<file path="config.mk">
export PLATFORM = sky130hd
export DESIGN_NAME = voxel_span_rle_rasterizer
export DESIGN_NICKNAME = d
export VERILOG_FILES = /design/src/rtl/vsrr_pkg.sv /design/src/rtl/vsrr_front.sv /design/src/rtl/vsrr_queue.sv /design/src/rtl/vsrr_back.sv /design/src/rtl/voxel_span_rle_rasterizer.sv
export SDC_FILE = /design/constraint.sdc
export NUM_CORES = 1
export LEC_CHECK = 0
export BUFFER_PORTS_ARGS = -buffer_cell sky130_fd_sc_hd__buf_2
export CORE_MARGIN = 2
export CORE_UTILIZATION = 48
export DETAILED_ROUTE_END_ITERATION = 8
export PLACE_DENSITY_LB_ADDON = 0.12
export SLEW_MARGIN = 20
export SYNTH_ARGS = -nofsm -noshare
export SYNTH_HDL_FRONTEND = slang
export SYNTH_SLANG_ARGS = --single-unit
</file>
<file path="constraint.sdc">
create_clock -name i_clk -period 6.85 [get_ports i_clk]
set_input_delay 0.685 -clock i_clk [delete_from_list [all_inputs] [get_ports i_clk]]
set_output_delay 0.685 -clock i_clk [all_outputs]
set_load 0.01 [all_outputs]
</file>
<file path="src/rtl/vsrr_pkg.sv">
`timescale 1ns / 1ps
// Shared types and constants of the voxel span rasterizer.
// Used by the front decoder, the command queue, the back stage and the top level.
package vsrr_pkg;

    // Widths fixed by the item and register fields.
    localparam int unsigned BYTE_W = 8;
    localparam int unsigned POS_W  = 24;
    localparam int unsigned STEP_W = 16;
    localparam int unsigned PIX_W  = 16;
    localparam int unsigned CFG_W  = 16;
    localparam int unsigned IDX_W  = 2;

    // Configuration register indexes.
    localparam logic [IDX_W-1:0] CFG_STEP_X = 2'd0;
    localparam logic [IDX_W-1:0] CFG_STEP_Y = 2'd1;
    localparam logic [IDX_W-1:0] CFG_DEPTH  = 2'd2;

    // Result kinds.
    localparam logic KIND_PIXEL   = 1'b0;
    localparam logic KIND_COL_END = 1'b1;

    // Commands that the front hands to the back.
    typedef enum logic [1:0] {
        OP_LOAD  = 2'd0,
        OP_PIXEL = 2'd1,
        OP_SKIP  = 2'd2,
        OP_END   = 2'd3
    } t_op;

    typedef struct packed {
        t_op               op;
        logic [BYTE_W-1:0] arg;
        logic [POS_W-1:0]  pos_x;
        logic [POS_W-1:0]  pos_y;
    } t_cmd;

endpackage

</file>
<file path="src/rtl/vsrr_front.sv">
`timescale 1ns / 1ps
// Front decoder: walks the span bytes through the block phases, keeps the run and
// depth counters and turns each byte into at most one command. Uses vsrr_pkg.
module vsrr_front
    import vsrr_pkg::*;
(
    input  logic              i_clk,
    input  logic              i_rst_n,
    input  logic              i_in_valid,
    input  logic              i_queue_full,
    input  logic [BYTE_W-1:0] i_span_byte,
    input  logic              i_column_begin,
    input  logic [POS_W-1:0]  i_start_x,
    input  logic [POS_W-1:0]  i_start_y,
    input  logic [BYTE_W-1:0] i_depth_size,
    output logic              o_push,
    output t_cmd              o_cmd
);

    typedef enum logic [5:0] {
        PH_IDLE       = 6'b000001,
        PH_RUN        = 6'b000010,
        PH_PAD_COLOUR = 6'b000100,
        PH_COLOUR     = 6'b001000,
        PH_PAD_SKIP   = 6'b010000,
        PH_SKIP       = 6'b100000
    } t_phase;

    t_phase            r_phase, n_phase;
    logic [BYTE_W-1:0] r_run_left, n_run_left;
    logic [BYTE_W-1:0] r_depth_left, n_depth_left;

    logic              w_accept;
    logic [BYTE_W-1:0] w_run_dec;
    logic [BYTE_W-1:0] w_depth_skip;

    assign w_accept     = i_in_valid && !i_queue_full;
    assign w_run_dec    = r_run_left - 1'b1;
    assign w_depth_skip = r_depth_left - i_span_byte;

    // Phase step for one accepted request and the command it produces.
    always_comb begin
        n_phase      = r_phase;
        n_run_left   = r_run_left;
        n_depth_left = r_depth_left;
        o_push       = 1'b0;
        o_cmd.op     = OP_PIXEL;
        o_cmd.arg    = i_span_byte;
        o_cmd.pos_x  = i_start_x;
        o_cmd.pos_y  = i_start_y;
        if (w_accept) begin
            if (i_column_begin) begin
                n_depth_left = i_depth_size;
                o_push       = 1'b1;
                if (i_depth_size == '0) begin
                    // An empty column finishes at once.
                    n_run_left = '0;
                    n_phase    = PH_IDLE;
                    o_cmd.op   = OP_END;
                end else begin
                    n_run_left = i_span_byte;
                    n_phase    = (i_span_byte != '0) ? PH_PAD_COLOUR : PH_PAD_SKIP;
                    o_cmd.op   = OP_LOAD;
                end
            end else begin
                case (r_phase)
                    PH_IDLE: begin
                        n_phase = PH_IDLE;
                    end
                    PH_RUN: begin
                        n_run_left = i_span_byte;
                        n_phase    = (i_span_byte != '0) ? PH_PAD_COLOUR : PH_PAD_SKIP;
                    end
                    PH_PAD_COLOUR: begin
                        n_phase = PH_COLOUR;
                    end
                    PH_COLOUR: begin
                        o_push       = 1'b1;
                        o_cmd.op     = OP_PIXEL;
                        n_depth_left = r_depth_left - 1'b1;
                        n_run_left   = w_run_dec;
                        n_phase      = (w_run_dec != '0) ? PH_PAD_COLOUR : PH_PAD_SKIP;
                    end
                    PH_PAD_SKIP: begin
                        n_phase = PH_SKIP;
                    end
                    PH_SKIP: begin
                        o_push       = 1'b1;
                        n_depth_left = w_depth_skip;
                        if (w_depth_skip == '0) begin
                            o_cmd.op = OP_END;
                            n_phase  = PH_IDLE;
                        end else begin
                            o_cmd.op = OP_SKIP;
                            n_phase  = PH_RUN;
                        end
                    end
                    default: begin
                        n_phase = PH_IDLE;
                    end
                endcase
            end
        end
    end

    // Phase and counter registers.
    always_ff @(posedge i_clk) begin
        if (!i_rst_n) begin
            r_phase      <= PH_IDLE;
            r_run_left   <= '0;
            r_depth_left <= '0;
        end else begin
            r_phase      <= n_phase;
            r_run_left   <= n_run_left;
            r_depth_left <= n_depth_left;
        end
    end

endmodule

</file>
<file path="src/rtl/vsrr_queue.sv">
`timescale 1ns / 1ps
// Short command queue between the front decoder and the back stage.
// Holds t_cmd entries from vsrr_pkg; DEPTH must be at least two.
module vsrr_queue
    import vsrr_pkg::*;
#(
    parameter int unsigned DEPTH = 4
) (
    input  logic i_clk,
    input  logic i_rst_n,
    input  logic i_push,
    input  t_cmd i_cmd,
    input  logic i_pop,
    output logic o_full,
    output logic o_valid,
    output t_cmd o_cmd
);

    localparam int unsigned PTR_W = $clog2(DEPTH);
    localparam int unsigned CNT_W = $clog2(DEPTH + 1);

    t_cmd             r_mem [DEPTH];
    logic [PTR_W-1:0] r_wr_ptr, n_wr_ptr;
    logic [PTR_W-1:0] r_rd_ptr, n_rd_ptr;
    logic [CNT_W-1:0] r_count, n_count;

    logic w_push;
    logic w_pop;

    assign o_full  = (r_count == CNT_W'(DEPTH));
    assign o_valid = (r_count != '0);
    assign o_cmd   = r_mem[r_rd_ptr];

    assign w_push = i_push && !o_full;
    assign w_pop  = i_pop && o_valid;

    // Pointer and fill count updates.
    always_comb begin
        n_wr_ptr = r_wr_ptr;
        n_rd_ptr = r_rd_ptr;
        n_count  = r_count;
        if (w_push) begin
            n_wr_ptr = (r_wr_ptr == PTR_W'(DEPTH - 1)) ? '0 : r_wr_ptr + 1'b1;
        end
        if (w_pop) begin
            n_rd_ptr = (r_rd_ptr == PTR_W'(DEPTH - 1)) ? '0 : r_rd_ptr + 1'b1;
        end
        if (w_push && !w_pop) begin
            n_count = r_count + 1'b1;
        end else if (w_pop && !w_push) begin
            n_count = r_count - 1'b1;
        end
    end

    always_ff @(posedge i_clk) begin
        if (!i_rst_n) begin
            r_wr_ptr <= '0;
            r_rd_ptr <= '0;
            r_count  <= '0;
        end else begin
            r_wr_ptr <= n_wr_ptr;
            r_rd_ptr <= n_rd_ptr;
            r_count  <= n_count;
        end
    end

    // Entry storage needs no reset.
    always_ff @(posedge i_clk) begin
        if (w_push) begin
            r_mem[r_wr_ptr] <= i_cmd;
        end
    end

endmodule

</file>
<file path="src/rtl/vsrr_back.sv">
`timescale 1ns / 1ps
// Back stage: carries out queued commands on the 16.8 position accumulators and
// drives the result register. Uses vsrr_pkg.
module vsrr_back
    import vsrr_pkg::*;
(
    input  logic              i_clk,
    input  logic              i_rst_n,
    input  logic              i_cmd_valid,
    input  t_cmd              i_cmd,
    output logic              o_pop,
    input  logic [STEP_W-1:0] i_step_x,
    input  logic [STEP_W-1:0] i_step_y,
    input  logic              i_out_stall,
    output logic              o_out_valid,
    output logic              o_result_kind,
    output logic [PIX_W-1:0]  o_pixel_x,
    output logic [PIX_W-1:0]  o_pixel_y,
    output logic [BYTE_W-1:0] o_pixel_colour
);

    // Only the upper 16 bits of the 24-bit accumulators reach the outputs.
    logic [POS_W-1:0]  r_acc_x, n_acc_x;
    logic [POS_W-1:0]  r_acc_y, n_acc_y;
    logic              r_out_valid;
    logic              r_kind;
    logic [PIX_W-1:0]  r_pix_x;
    logic [PIX_W-1:0]  r_pix_y;
    logic [BYTE_W-1:0] r_colour;

    logic                     w_out_free;
    logic                     w_emits;
    logic [BYTE_W-1:0]        w_factor;
    logic signed [POS_W:0]    w_prod_x;
    logic signed [POS_W:0]    w_prod_y;

    assign w_out_free = !r_out_valid || !i_out_stall;
    assign w_emits    = (i_cmd.op == OP_PIXEL) || (i_cmd.op == OP_END);
    assign o_pop      = i_cmd_valid && (w_out_free || !w_emits);

    // A pixel steps once along Z, a skip steps by its count.
    assign w_factor = (i_cmd.op == OP_PIXEL) ? BYTE_W'(1) : i_cmd.arg;
    assign w_prod_x = $signed(i_step_x) * $signed({1'b0, w_factor});
    assign w_prod_y = $signed(i_step_y) * $signed({1'b0, w_factor});

    always_comb begin
        n_acc_x = r_acc_x;
        n_acc_y = r_acc_y;
        if (o_pop) begin
            case (i_cmd.op)
                OP_LOAD: begin
                    n_acc_x = i_cmd.pos_x;
                    n_acc_y = i_cmd.pos_y;
                end
                OP_PIXEL, OP_SKIP: begin
                    n_acc_x = r_acc_x + w_prod_x[POS_W-1:0];
                    n_acc_y = r_acc_y + w_prod_y[POS_W-1:0];
                end
                default: begin
                    n_acc_x = r_acc_x;
                    n_acc_y = r_acc_y;
                end
            endcase
        end
    end

    // Accumulators and the result valid flag.
    always_ff @(posedge i_clk) begin
        if (!i_rst_n) begin
            r_acc_x     <= '0;
            r_acc_y     <= '0;
            r_out_valid <= 1'b0;
        end else begin
            r_acc_x <= n_acc_x;
            r_acc_y <= n_acc_y;
            if (o_pop && w_emits) begin
                r_out_valid <= 1'b1;
            end else if (!i_out_stall) begin
                r_out_valid <= 1'b0;
            end
        end
    end

    // Result payload; a column end carries zero fields.
    always_ff @(posedge i_clk) begin
        if (o_pop && w_emits) begin
            if (i_cmd.op == OP_PIXEL) begin
                r_kind   <= KIND_PIXEL;
                r_pix_x  <= r_acc_x[POS_W-1:POS_W-PIX_W];
                r_pix_y  <= r_acc_y[POS_W-1:POS_W-PIX_W];
                r_colour <= i_cmd.arg;
            end else begin
                r_kind   <= KIND_COL_END;
                r_pix_x  <= '0;
                r_pix_y  <= '0;
                r_colour <= '0;
            end
        end
    end

    assign o_out_valid    = r_out_valid;
    assign o_result_kind  = r_kind;
    assign o_pixel_x      = r_pix_x;
    assign o_pixel_y      = r_pix_y;
    assign o_pixel_colour = r_colour;

endmodule

</file>
<file path="src/rtl/voxel_span_rle_rasterizer.sv">
`timescale 1ns / 1ps
// Voxel column span decoder. Span bytes enter one per cycle while o_in_stall is low,
// backward from the column terminator; each byte that gives a pixel or a column end
// is pushed as a command into the queue and loads the result register when the back
// stage pops it while the output is free. The front decoder keeps the block phase and
// depth counter, a QUEUE_DEPTH-entry command queue decouples it from the back stage,
// whose two 16x8 multiply-adds, one per axis, step the 16.8 accumulators. Sustained
// rate is one byte per cycle while the output is not stalled; input stall rises only
// when the queue is full. Depends on vsrr_pkg, vsrr_front, vsrr_queue and vsrr_back.
module voxel_span_rle_rasterizer
    import vsrr_pkg::*;
#(
    parameter int unsigned QUEUE_DEPTH = 4
) (
    input  logic              i_clk,
    input  logic              i_rst_n,
    input  logic              i_cfg_we,
    input  logic [IDX_W-1:0]  i_cfg_index,
    input  logic [CFG_W-1:0]  i_cfg_data,
    input  logic              i_in_valid,
    output logic              o_in_stall,
    input  logic [BYTE_W-1:0] i_span_byte,
    input  logic              i_column_begin,
    input  logic [POS_W-1:0]  i_start_x,
    input  logic [POS_W-1:0]  i_start_y,
    output logic              o_out_valid,
    input  logic              i_out_stall,
    output logic              o_result_kind,
    output logic [PIX_W-1:0]  o_pixel_x,
    output logic [PIX_W-1:0]  o_pixel_y,
    output logic [BYTE_W-1:0] o_pixel_colour
);

    logic [STEP_W-1:0] r_step_x;
    logic [STEP_W-1:0] r_step_y;
    logic [BYTE_W-1:0] r_depth_size;

    logic w_push;
    t_cmd w_push_cmd;
    logic w_full;
    logic w_q_valid;
    t_cmd w_q_cmd;
    logic w_pop;

    // Configuration registers.
    always_ff @(posedge i_clk) begin
        if (!i_rst_n) begin
            r_step_x     <= '0;
            r_step_y     <= '0;
            r_depth_size <= '0;
        end else if (i_cfg_we) begin
            case (i_cfg_index)
                CFG_STEP_X: r_step_x     <= i_cfg_data;
                CFG_STEP_Y: r_step_y     <= i_cfg_data;
                CFG_DEPTH:  r_depth_size <= i_cfg_data[BYTE_W-1:0];
                default: begin
                    r_step_x <= r_step_x;
                end
            endcase
        end
    end

    assign o_in_stall = w_full;

    // Front decoder.
    vsrr_front u_front (
        .i_clk          (i_clk),
        .i_rst_n        (i_rst_n),
        .i_in_valid     (i_in_valid),
        .i_queue_full   (w_full),
        .i_span_byte    (i_span_byte),
        .i_column_begin (i_column_begin),
        .i_start_x      (i_start_x),
        .i_start_y      (i_start_y),
        .i_depth_size   (r_depth_size),
        .o_push         (w_push),
        .o_cmd          (w_push_cmd)
    );

    // Command queue.
    vsrr_queue #(
        .DEPTH (QUEUE_DEPTH)
    ) u_queue (
        .i_clk   (i_clk),
        .i_rst_n (i_rst_n),
        .i_push  (w_push),
        .i_cmd   (w_push_cmd),
        .i_pop   (w_pop),
        .o_full  (w_full),
        .o_valid (w_q_valid),
        .o_cmd   (w_q_cmd)
    );

    // Back stage with the result register.
    vsrr_back u_back (
        .i_clk          (i_clk),
        .i_rst_n        (i_rst_n),
        .i_cmd_valid    (w_q_valid),
        .i_cmd          (w_q_cmd),
        .o_pop          (w_pop),
        .i_step_x       (r_step_x),
        .i_step_y       (r_step_y),
        .i_out_stall    (i_out_stall),
        .o_out_valid    (o_out_valid),
        .o_result_kind  (o_result_kind),
        .o_pixel_x      (o_pixel_x),
        .o_pixel_y      (o_pixel_y),
        .o_pixel_colour (o_pixel_colour)
    );

endmodule
</file>
Word-level counts from Yosys, hierarchy flattened --
Memory sizes are Yosys's and may differ from the RTL's. A register that Yosys moved wholly into a read port is not among the register bits. Index checks and enable logic that the tools add are counted.
Storage, ports and cells: bits in registers 159, RAM bits 232, input bits 80, output and inout bits 43, logic and storage cells 110, memories 1
Cells by class: add/subtract/negate cells 9, multiply operators 2, eq/ne operators 14, multiplexer cells 33, reductions and logical operators 35
Memories:
- u_queue.r_mem | words 4, width 58, read ports 1, clocked after memory_dff 1, write ports 1, RTL line vsrr_queue.sv:22 | t_cmd r_mem [DEPTH];
Operators by type and width (count):
- case mux 24 bit (2 select lines) | 2
- adder 24 bit | 2
- multiplier 16 x 9 -> 24 bit | 2
- two-way mux 8 bit | 4
- case mux 8 bit (2 select lines) | 2
- case mux 6 bit (5 select lines) | 1
- two-way mux 2 bit | 9
- zero test 8 bit | 2
- nonzero test 8 bit | 2
- subtractor 8 x 1 -> 8 bit (second input constant) | 2
- two-way mux 6 bit | 2
- AND reduction 2 bit | 6
- equality test 2 bit (second input constant) | 5
- two-way mux 5 bit | 2
- two-way mux 1 bit | 9
- nonzero test 3 bit | 3
- subtractor 8 bit | 1
- logical AND 1 bit | 7
- equality test 6 x 2 -> 1 bit (second input constant) | 1
- equality test 6 x 3 -> 1 bit (second input constant) | 1
- equality test 6 x 4 -> 1 bit (second input constant) | 1
- equality test 6 x 5 -> 1 bit (second input constant) | 1
- equality test 6 bit (second input constant) | 1
- zero test 1 bit | 6
- other kinds (11) | 19

Logic depth before layout (Yosys ltp) --
word-level depth 10, gate-level depth with buffers 31, depth with buffers taken out 25

By module --
From an unflattened synthesis, not the netlist that was laid out.
Second synthesis, totals: cell total of the unflattened synthesis 2343, area total of the unflattened synthesis 26719.4 µm²
Modules (own cells, without submodules):
- vsrr_back | times used 1, cells each 1532, area each 13985.9 µm², seq. area each 2212.1 µm²
- vsrr_queue | times used 1, cells each 354, area each 8868.5 µm², seq. area each 7146.9 µm²
- vsrr_front | times used 1, cells each 307, area each 2334.7 µm², seq. area each 440.4 µm²
- voxel_span_rle_rasterizer | times used 1, cells each 150, area each 1530.2 µm², seq. area each 800.8 µm²

Worst setup path after synthesis --
Ideal clock, no wire load.
path kind register to register, from register (tool-made name), to register u_back.r_acc_y[22], data arrival time 7.187 ns, required time 6.728 ns, slack -0.459 ns, cell stages (with the launch flop) 31, cells stage by stage dfxtp_1 buf_2 buf_1 clkbuf_1 mux4_2 inv_1 ha_1 inv_1 and2_1 clkbuf_1 buf_1 nand2_1 fa_1 inv_1 fa_1 inv_1 fa_1 inv_1 fa_1 inv_1 fa_1 inv_1 ha_1 a211oi_1 o211ai_1 a31oi_4 o21ai_4 a2111oi_4 o31ai_2 a221oi_2 a21oi_1
RTL lines:
- end signal: assignment | RTL line vsrr_back.sv:75 | r_acc_y <= n_acc_y;
- end: declaration | RTL line vsrr_back.sv:24 | logic [POS_W-1:0] r_acc_y, n_acc_y;

==> results.txt <==
fin area = 29300 sq um
post-layout min period = 6.60 ns
Synth Net Count = 2794
DRT antenna net count = 0
Worst EP arrival = 7.13 ns
Root Driver = clkbuf_16
Initial DRC Count = 1239
CTS H-Tree Depth = 2
total wire length = 66500 um
Final nets = 2887
layout cells sized above 1 = 0.136
Mapped Avg Cell Area = 11.2 sq um
GR Util All Layers = 0.241
Rel. slew slack = 0.266
Main synth FF type = edfxtp_1
RSZ-0062 raised after global routing = true
CP endpoint kind = register
top post-synthesis cells by area = edfxtp_1, fa_1, dfxtp_1, ha_1, inv_1
P_leak = 13.4 nW
Worst-Skew Late Latency = 0.61 ns
Area Growth Syn to Fin = 11.4%
Min Hold Slack = 0.293 ns
most common cell in the synthesized netlist = inv_1
Synth area leader = edfxtp_1
FMAX = 151 MHz
max_cap viols = 0
routed len/inst = 20.9 um
via/cell ratio = 5.50
grt ovf = 0
Fin. Hold Viols = 0
initial antenna violation count = 2
Placed Area = 27700 sq um
Die Y-Extent = 238 um
FF+latch count, synth = 393
CTS max path bufs = 3
crit-path max cell delay = 0.59 ns
FP Rows = 85
Worst setup SP type = register
synth cell count leaders = inv_1, edfxtp_1, nand2_1
first-pass GRT wire length = 104000 um
DP Worst Slack = 0.101 ns
Final TNS setup = 0 ns
Ports = 123
CP max stage cell = mux4_2
core area = 54000 sq um
via count = 17462
endpoints failing setup = 0
Worst-path clk slew = 0.06 ns
final period utilization = 0.964
Max FO, Critical Path = 12
vias in the first global route = 17996
TritonCTS buffer count = 46
kind of critical path = register to register
DRC viols = 0
run status = finished clean
Hold Buf Count CTS = 0
Peak VDD IR = 391 uV
Mapped Cells = 2348
worst-path cell chain = mux4_2 -> ha_4 -> inv_6 -> and2_1 -> buf_4 -> nand2_1 -> fa_1 -> inv_1 -> fa_1 -> fa_1 -> fa_1 -> inv_1 -> fa_1 -> inv_1 -> ha_1 -> a21o_1 -> a21o_1 -> a221oi_1 -> o21ai_0 -> a31oi_2 -> nor3_1 -> or3b_1 -> a21oi_1
CTS tree = done
number of synthesized flops with an enable pin = 273
Initial Util = 0.487
max-slew violations = 0
FFs w/ async S/R, synth = 0
synthesized area = 26300 sq um
gp weighted congestion = 0.893
ANT cells = 0
full die area = 56700 sq um
Worst Tran Pin Value = 1.10 ns
clock sink count = 393
most frequent CP cell = fa_1
Power Dens Cells = 350 nW/um^2
sequential share of the synthesized area = 0.403
count of cell types in the netlist = 75
WP data required = 7.37 ns
Synth Warn # = 0
largest net degree at the start of global routing = 76
Setup Skew = 0.0454 ns
first-pass detailed-route iteration total = 5
PortBufs = 122
hpwl dp = 48900 um
final worst setup slack = 0.245 ns
Hold/Removal Path Class = primary input to register
Die Wd = 238 um
share of the synthesized area in the top cell type = 0.312
## where the power goes
part / total [mW] / internal (mW) / leakage (nW) / switching, mW
clock: 2.44 / 1.42 / 0.732 / 1.02
combinational: 4.67 / 1.74 / 9.14 / 2.93
sequential: 3.14 / 2.95 / 3.49 / 0.185
## metal layers
layer | GRT usage | up-vias | share of wire
met1 | 0.331 | 8805 | 0.44
met4 | 0.0805 | 0 | 0.029
met2 | 0.399 | 439 | 0.48
met5 | 0 | - | 0
met3 | 0.0285 | 97 | 0.047
li1 | - | 8121 | -
## what timing repair did
| item | 4_1_cts | 5_1_grt |
|---|---|---|
| resized for setup | 0 | 17 |
| setup buffers | 0 | 4 |
| endpoints found under the setup margin | 0 | 17 |
## registers in the layout, indices dropped and copies added (netlist names), 16 cells and up, named ones only
signal            flops
u_back.o_pixel_x     16
u_back.o_pixel_y     16
r_step_y             16
u_back.r_acc_y       24
u_queue.r_mem       232
u_back.r_acc_x       24
r_step_x             16
## logic make-up (layout without fill, tap and decap cells)
family / Yosys count / in the layout / synth area share
mux: 82 / 82 / 0.0589
buf+inv: 488 / 619 / 0.0714
xor+xnor: 62 / 62 / 0.0207
compound gates: 340 / 340 / 0.0894
simple gates: 617 / 617 / 0.114
fa+ha+maj: 366 / 366 / 0.243
flops: 393 / 393 / 0.403
## placed cells by master (no fill, tap or decap), types with 4 or more instances in the layout
cell type	instances
nand4b_1	4
a31oi_1	9
o211a_1	38
ha_1	124
bufinv_16	4
nand4_1	5
o21a_1	4
nor3_1	16
and2_2	7
fa_1	240
clkinv_1	6
nor2_1	83
edfxtp_1	273
o21ai_0	66
xor2_1	27
and3_1	116
buf_4	48
buf_2	121
mux2i_1	23
dfxtp_1	118
a21oi_1	86
nand3b_1	4
or3_1	7
clkbuf_1	13
a21boi_0	37
xnor2_1	35
and2_1	28
nand2b_1	8
clkinv_2	6
clkbuf_16	47
nor2b_1	25
nand3_1	15
nor3b_1	9
o211ai_1	30
nor4_1	8
nand2_1	269
mux4_2	58
a21o_1	17
inv_1	358
## worst max-delay path, delay by kind of cell (launching register included)
| family | cells | cell delay [ns] |
|---|---|---|
| AND/OR/NAND/NOR | 4 | 0.90 |
| flip-flops | 1 | 0.38 |
| multiplexers | 1 | 0.59 |
| buffers and inverters | 5 | 0.50 |
| AO/OA/AOI/OAI | 6 | 1.23 |
| adder cells (fa/ha/maj) | 7 | 2.93 |
## final cells by class
type | count | area [sq um]
Clock buffer | 60 | 1210
Tap cell | 696 | 871
Clock inverter | 26 | 310
Multi-Input combinational cell | 1467 | 13900
Inverter | 359 | 1350
Sequential cell | 393 | 10600
Fill cell | 4646 | 24700
Timing Repair Buffer | 174 | 1050
## path summary, 6_finish.rpt
path	start	endpoint	slack [ns]	cells after the start
worst min-delay path	i_start_y[22]	u_queue.r_mem[0][22]	0.29	1
worst max register to register	register	u_back.r_acc_x[23]	0.25	23
worst max-delay path	register	u_back.r_acc_x[23]	0.25	23
worst min register to register	u_back.r_acc_x[8]	u_back.r_acc_x[8]	0.47	2
## through the flow
step                      power [mW]  std cells  utilization
after global placement          7.73       3084        0.512
after global routing            10.9       3175        0.542
after detailed placement        7.79       3084        0.512
after CTS                       10.3       3170        0.540
final                           10.3       3175        0.542
after floorplan                 6.29       2348            -
Note: power is estimated with default switching activity, not from simulation.
